### src/rtl/cpfw_pkg.sv
// shared types, register indexes, format codes and luma constants
// for the clipped pixel format writer; no dependencies
`timescale 1ns / 1ps

package cpfw_pkg;

  localparam int STORE_AW      = 16;
  localparam int FB_WIDTH_DEF  = 128;
  localparam int FB_HEIGHT_DEF = 128;

  localparam int CFG_IDX_W  = 3;
  localparam int CFG_DATA_W = 16;

  localparam logic [CFG_IDX_W-1:0] CFG_PIXEL_FORMAT = 3'd0;
  localparam logic [CFG_IDX_W-1:0] CFG_CLIP_ENABLE  = 3'd1;
  localparam logic [CFG_IDX_W-1:0] CFG_CLIP_LEFT    = 3'd2;
  localparam logic [CFG_IDX_W-1:0] CFG_CLIP_TOP     = 3'd3;
  localparam logic [CFG_IDX_W-1:0] CFG_CLIP_WIDTH   = 3'd4;
  localparam logic [CFG_IDX_W-1:0] CFG_CLIP_HEIGHT  = 3'd5;

  localparam logic signed [15:0] CLIP_SIZE_RST = 16'sd128;

  // luma = (299r + 587g + 114b) / 1000, division by a reciprocal scaled by 2^28, rounded up
  localparam int SUM_W      = 18;
  localparam int RECIP_W    = 19;
  localparam int LUMA_SHIFT = 28;
  localparam logic [9:0]         LUMA_KR    = 10'd299;
  localparam logic [9:0]         LUMA_KG    = 10'd587;
  localparam logic [9:0]         LUMA_KB    = 10'd114;
  localparam logic [RECIP_W-1:0] LUMA_RECIP = 19'd268436;

  typedef enum logic [2:0] {
    FMT_RGB888   = 3'd0,
    FMT_ARGB8888 = 3'd1,
    FMT_RGB565   = 3'd2,
    FMT_BGR565   = 3'd3,
    FMT_MONO01   = 3'd4,
    FMT_MONO10   = 3'd5,
    FMT_LUMA8    = 3'd6,
    FMT_NONE     = 3'd7
  } cpfw_fmt_t;

  typedef enum logic [0:0] {
    CMD_DRAW = 1'b0,
    CMD_READ = 1'b1
  } cpfw_cmd_t;

  typedef enum logic [2:0] {
    ST_IDLE,
    ST_CALC1,
    ST_CALC2,
    ST_WRITE,
    ST_RESULT
  } cpfw_state_t;

  typedef struct packed {
    cpfw_cmd_t          command;
    logic signed [15:0] pos_x;
    logic signed [15:0] pos_y;
    logic [7:0]         red;
    logic [7:0]         green;
    logic [7:0]         blue;
    logic [7:0]         alpha;
    logic [15:0]        read_address;
  } cpfw_in_t;

  typedef struct packed {
    logic [7:0] read_data;
    logic       pixel_written;
  } cpfw_out_t;

  typedef struct packed {
    logic [7:0]  luma;
    logic [15:0] rgb565;
    logic [15:0] bgr565;
  } cpfw_color_t;

  typedef struct packed {
    logic                en;
    logic [STORE_AW-1:0] addr;
    logic [7:0]          data;
  } cpfw_wr_t;

  typedef struct packed {
    logic                en;
    logic [STORE_AW-1:0] addr;
  } cpfw_rd_t;

endpackage

### src/rtl/cpfw_color.sv
// color conversion: rgb565/bgr565 packing and two-stage luma
// depends on cpfw_pkg
`timescale 1ns / 1ps

module cpfw_color (
  input  logic                  clk,
  input  logic [7:0]            red,
  input  logic [7:0]            green,
  input  logic [7:0]            blue,
  output cpfw_pkg::cpfw_color_t color
);

  localparam int ProdW = cpfw_pkg::SUM_W + cpfw_pkg::RECIP_W;

  logic [cpfw_pkg::SUM_W-1:0] sum_r;
  logic [cpfw_pkg::SUM_W-1:0] sum_nxt;
  logic [ProdW-1:0]           prod;
  logic [7:0]                 luma_r;
  logic [15:0]                rgb_r;
  logic [15:0]                bgr_r;

  assign sum_nxt = cpfw_pkg::SUM_W'(cpfw_pkg::LUMA_KR) * cpfw_pkg::SUM_W'(red)
                 + cpfw_pkg::SUM_W'(cpfw_pkg::LUMA_KG) * cpfw_pkg::SUM_W'(green)
                 + cpfw_pkg::SUM_W'(cpfw_pkg::LUMA_KB) * cpfw_pkg::SUM_W'(blue);

  assign prod = ProdW'(sum_r) * ProdW'(cpfw_pkg::LUMA_RECIP);

  always_ff @(posedge clk) begin
    sum_r  <= sum_nxt;
    rgb_r  <= {red[7:3], green[7:2], blue[7:3]};
    bgr_r  <= {blue[7:3], green[7:2], red[7:3]};
    luma_r <= prod[cpfw_pkg::LUMA_SHIFT +: 8];
  end

  assign color.luma   = luma_r;
  assign color.rgb565 = rgb_r;
  assign color.bgr565 = bgr_r;

endmodule

### config.mk
export PLATFORM = sky130hd
export DESIGN_NAME = cpfw_color
export DESIGN_NICKNAME = d
export VERILOG_FILES = /design/src/rtl/cpfw_pkg.sv /design/src/rtl/cpfw_color.sv
export SDC_FILE = /design/constraint.sdc
export NUM_CORES = 1
export LEC_CHECK = 0
export BUFFER_PORTS_ARGS = -buffer_cell sky130_fd_sc_hd__buf_2
export CAP_MARGIN = 20
export CORE_AREA = 2 2 188 190
export DETAILED_ROUTE_END_ITERATION = 10
export DIE_AREA = 0 0 190 192
export PLACE_DENSITY = 0.52
export SLEW_MARGIN = 20
export SYNTH_ARGS = -nofsm -noshare
export SYNTH_HDL_FRONTEND = slang
export SYNTH_SLANG_ARGS = --single-unit
### constraint.sdc
create_clock -name clk -period 5.82 [get_ports clk]
set_clock_uncertainty 0.1 [all_clocks]
set_input_delay 0.582 -clock clk [delete_from_list [all_inputs] [get_ports clk]]
set_output_delay 0.582 -clock clk [all_outputs]
set_load 0.1 [all_outputs]
Word level (Yosys, flattened, before mapping):

Index checks and enable logic that the tools add are counted.

* bits in registers: 58
* bits of input ports: 25

* $mul: 4
* $add $sub $neg: 2

Operators with widths (number)
* $mul 18x17->34 const B: 1
* $add 17x18->18: 1
* $add 18x15->18: 1
* $mul 10x8->18 const A: 1
* $mul 9x8->17 const A: 1
* $mul 6x8->14 const A: 1

Longest topological paths before layout:

* depth after elaboration: 3
* depth in mapped cells: 26

Worst setup path before layout:

OpenSTA, ideal clock, no wires.

* kind: input -> register
* start: input port blue[0]
* end: register sum_r[17] in the netlist's numbering
* slack: -0.380 ns
* setup time: 0.126 ns
* arrival time: 5.974 ns
* buffers on the path: 0
* data required time: 5.594 ns
* stages: 23
* cell sequence: fa_1 -> inv_1 -> fa_1 -> inv_1 -> ha_1 -> ha_1 -> inv_1 -> fa_1 -> xnor2_1 -> ha_1 -> fa_1 -> inv_1 -> fa_1 -> fa_1 -> inv_1 -> ha_1 -> a21o_1 -> a21o_1 -> a21oi_1 -> a311oi_1 -> o21a_1 -> o41ai_2 -> xnor2_1

* word-level cells in the longest chain between the ends: 2

RTL lines
* from (decl): RTL line cpfw_color.sv:9 `input logic [7:0] blue,`
* $mul 6x8->14: RTL line cpfw_color.sv:24 `+ cpfw_pkg::SUM_W'(cpfw_pkg::LUMA_KB) * cpfw_pkg::SUM_W'(blue);`
* $add 18x15->18: RTL line cpfw_color.sv:24
* via sum_nxt, one bit: RTL line cpfw_color.sv:16 `logic [cpfw_pkg::SUM_W-1:0] sum_nxt;`
* to (signal assigned): RTL line cpfw_color.sv:29 `sum_r <= sum_nxt;`
* to (decl): RTL line cpfw_color.sv:15 `logic [cpfw_pkg::SUM_W-1:0] sum_r;`

The timed path passes the listed nets, and every way through them passes these cells.

Worst setup path in the final report:

Ends and elaborated chain as after synthesis.

==> metrics.md <==
| Metric | Value |
|---|---|
| Post-synth top cells | `270 x inv_1, 247 x ha_1, 118 x fa_1` |
| Area contributors post-synth | `ha_1 36%, fa_1 28%, inv_1 12%` |
| Largest net degree at the start of global routing | `13` |
| Die Width | `190 um` |
| Detailed Place HPWL | `15.61 mm` |
| Top Ports | `65` |
| Die Height | `192 um` |
| Most used DFF post-synth | `dfxtp_1` |
| Worst r2r src | `sum_r[7]` |
| Final nets | `1,349` |
| Critical path endpoint | `sum_r[17]` |
| Gpl congestion | `0.8106` |
| Post-synth net total | `1,255` |
| CORE AREA | `0.03429 sq mm` |
| Max Cap Violations | `0` |
| Clock Root Buffer | `clkbuf_16` |
| DRT antenna net count | `0` |
| Number of diodes | `0` |
| Cell count after synthesis | `865` |
| CTS tree | `built` |
| Rel. slew slack | `65.02%` |
| Area leader, netlist | `ha_1` |
| Synth Area per Inst | `9.824 sq um` |
| Layout Utilization | `29.04%` |
| R2r endpoint | `luma_r[5]` |
| H-tree lvl count | `2` |
| Vias in the first global route | `6,009` |
| Post-synth EDFFs | `0` |
| FP Rows | `68` |
| Maximum fanout along the worst path | `3` |
| Area growth syn-to-layout | `17.15%` |
| GR Overflow Total | `0` |
| Dpl cells | `1,401` |
| Most Crowded Layer GR | `met2` |
| Final non-filler cell total | `1,415` |
| Cell Area, Synth | `0.008498 sq mm` |
| Clk Latency, worst-skew pair | `0.31 ns` |
| Drt pass-1 iters | `4` |
| Failing checks | `negative setup slack` |
| RSZ-0062 raised after global routing | `true` |
| Effective utilization at floorplan | `24.78%` |
| Final WS setup | `-0.001322 ns` |
| Fmax | `171.8 MHz` |
| WP data required | `5.92 ns` |
| Worst-path clk slew | `0.07 ns` |
| DR WL/cell | `12.62 um` |
| GR met3 Demand/Resource | `1.718%` |
| Actual slew at the worst max-slew pin | `0.5283 ns` |
| Unique masters post-synth | `40` |
| Status | `complete, but fails checks` |
| Final WL | `17.86 mm` |
| Seq/Total Area, Yosys | `9.894%` |
| Cts bufs inserted | `5` |
| Top-count cell post-synth | `inv_1` |
| Critical Path Start Type | `input port` |
| Tot GR Track Use | `10.29%` |
| Final setup vio count | `1` |
| DRC Markers | `0` |
| Cts hold-fix bufs | `0` |
| Vias per cell | `4.029` |
| Layout fillers | `3,559` |
| Yosys reg bits | `42` |
| Worst setup startpoint | `blue[0]` |
| Deepest clock path buffer count | `2` |
| Post-synth ARST share | `0%` |
| IO Port Bufs | `64` |
| Worst r2r path cells | `16` |
| Synth warn | `0` |
| Clk sink count | `42` |
| 1st-iter DRT viols | `134` |
| Max Slew Vio Count | `0` |
| Period utilization | `100.0%` |
| Die ar. | `0.03648 sq mm` |
| Worst setup EP type | `flop` |
| GR Util met2 | `17.80%` |
| Total number of vias | `5,701` |
| First-pass GRT wire length | `29.37 mm` |
| WP data arrival | `5.92 ns` |
| Min-delay worst type | `in2reg` |
| Critical path type | `in2reg` |
| Register-to-Register Setup Slack | `0.65 ns` |
| WHS | `0.3765 ns` |
| Min cycle time layout | `5.821 ns` |
| Final hold vios | `0` |
| Antenna violations before repair | `0` |
| Met1 usage | `13.68%` |
| Fraction of layout cells with a size suffix above 1 | `16.25%` |
| Post-synth top area share | `36.37%` |
[flip-flops by register name (all words and copies together), names as in the netlist]
register / flops
rgb_r: 1
sum_r: 18
luma_r: 8
bgr_r: 15
[cells by family (layout without fill, tap and decap cells)]
logic type                 Yosys count  in the layout  share of synthesized area (%)
and+or+nand+nor                     62             62                          3.490
xor gates and xnor gates            29             29                          2.989
buffers and inverters              287            382                          13.38
AOI/OAI and AO/OA                   80             80                          6.081
DFF                                 42             42                          9.894
adders and majority gates          365            365                          64.16
[metal layers]
metal,up-vias,share of wire (%)
met1,2742,49
met3,10,2.4
met4,0,0.80
li1,2884,-
met5,-,0
met2,65,47
[placed cells by master (no fill, tap or decap), types with 5 or more instances in the layout]
master	count
nand4_1	6
inv_1	263
a21o_1	8
fa_1	116
buf_4	39
inv_2	7
nand3_1	11
nor2_1	12
o21ai_0	11
ha_1	237
buf_2	62
nand2_1	17
xnor2_1	20
clkbuf_16	5
a21oi_1	25
a21oi_2	8
ha_4	10
dfxtp_1	42
xor2_1	7
[critical path, stage by stage]
cell	delay, ns
buf_6	0.10
fa_1	0.52
inv_1	0.05
fa_1	0.49
inv_2	0.05
ha_4	0.26
ha_4	0.13
inv_2	0.03
fa_2	0.36
xnor2_2	0.15
ha_1	0.29
fa_1	0.50
inv_2	0.04
fa_2	0.53
fa_1	0.41
inv_2	0.08
ha_4	0.20
a21o_1	0.15
a21o_1	0.16
a21oi_2	0.18
a311oi_2	0.11
o21a_1	0.21
o41ai_2	0.23
xnor2_1	0.10
[repair_timing]
item / CTS / global route
setup buffers: 4 / 2
endpoints found under the hold margin: 0 / 0
gates resized for setup: 19 / 16
setup endpoints to repair: 4 / 5
pin swaps: 18 / 14
[area by class of cell]
| type | instances | area (sq um) | area share, % |
|---|---|---|---|
| clock inverter | 1 | 5.005 | 0.05027 |
| sequential | 42 | 840.8 | 8.445 |
| tap | 455 | 569.3 | 5.718 |
| multi-input combinational | 536 | 6748 | 67.78 |
| timing repair buffer | 104 | 636.9 | 6.397 |
| inverter | 270 | 1013 | 10.18 |
| clock buffer | 7 | 142.6 | 1.433 |
[worst min-delay path by stage]
stage                   start         to  slack [ns]  depth (start not counted)
floorplan           sum_r[17]  luma_r[7]        0.42                          1
CTS                    red[6]   bgr_r[3]        0.37                          1
global route         green[7]  bgr_r[10]        0.38                          1
detailed placement  sum_r[17]  luma_r[7]        0.52                          2
finish                 red[6]   bgr_r[3]        0.38                          1
global placement    sum_r[17]  luma_r[7]        0.53                          2
[through the flow]
step / TNS (ns) / instance area [sq um] / setup slack, ns
after floorplan: -0.3503 / 8527 / -0.2016
after global placement: -1.941 / 9548 / -0.5141
after detailed placement: -2.172 / 9548 / -0.5457
after CTS: -0.01518 / 9837 / -0.008856
after global routing: -0.4970 / 9956 / -0.1890
final: -0.001322 / 9956 / -0.001322
Power is left out: the tool's default activity adds up to more than one toggle a clock period on the data nets, which glitch-free logic cannot reach.
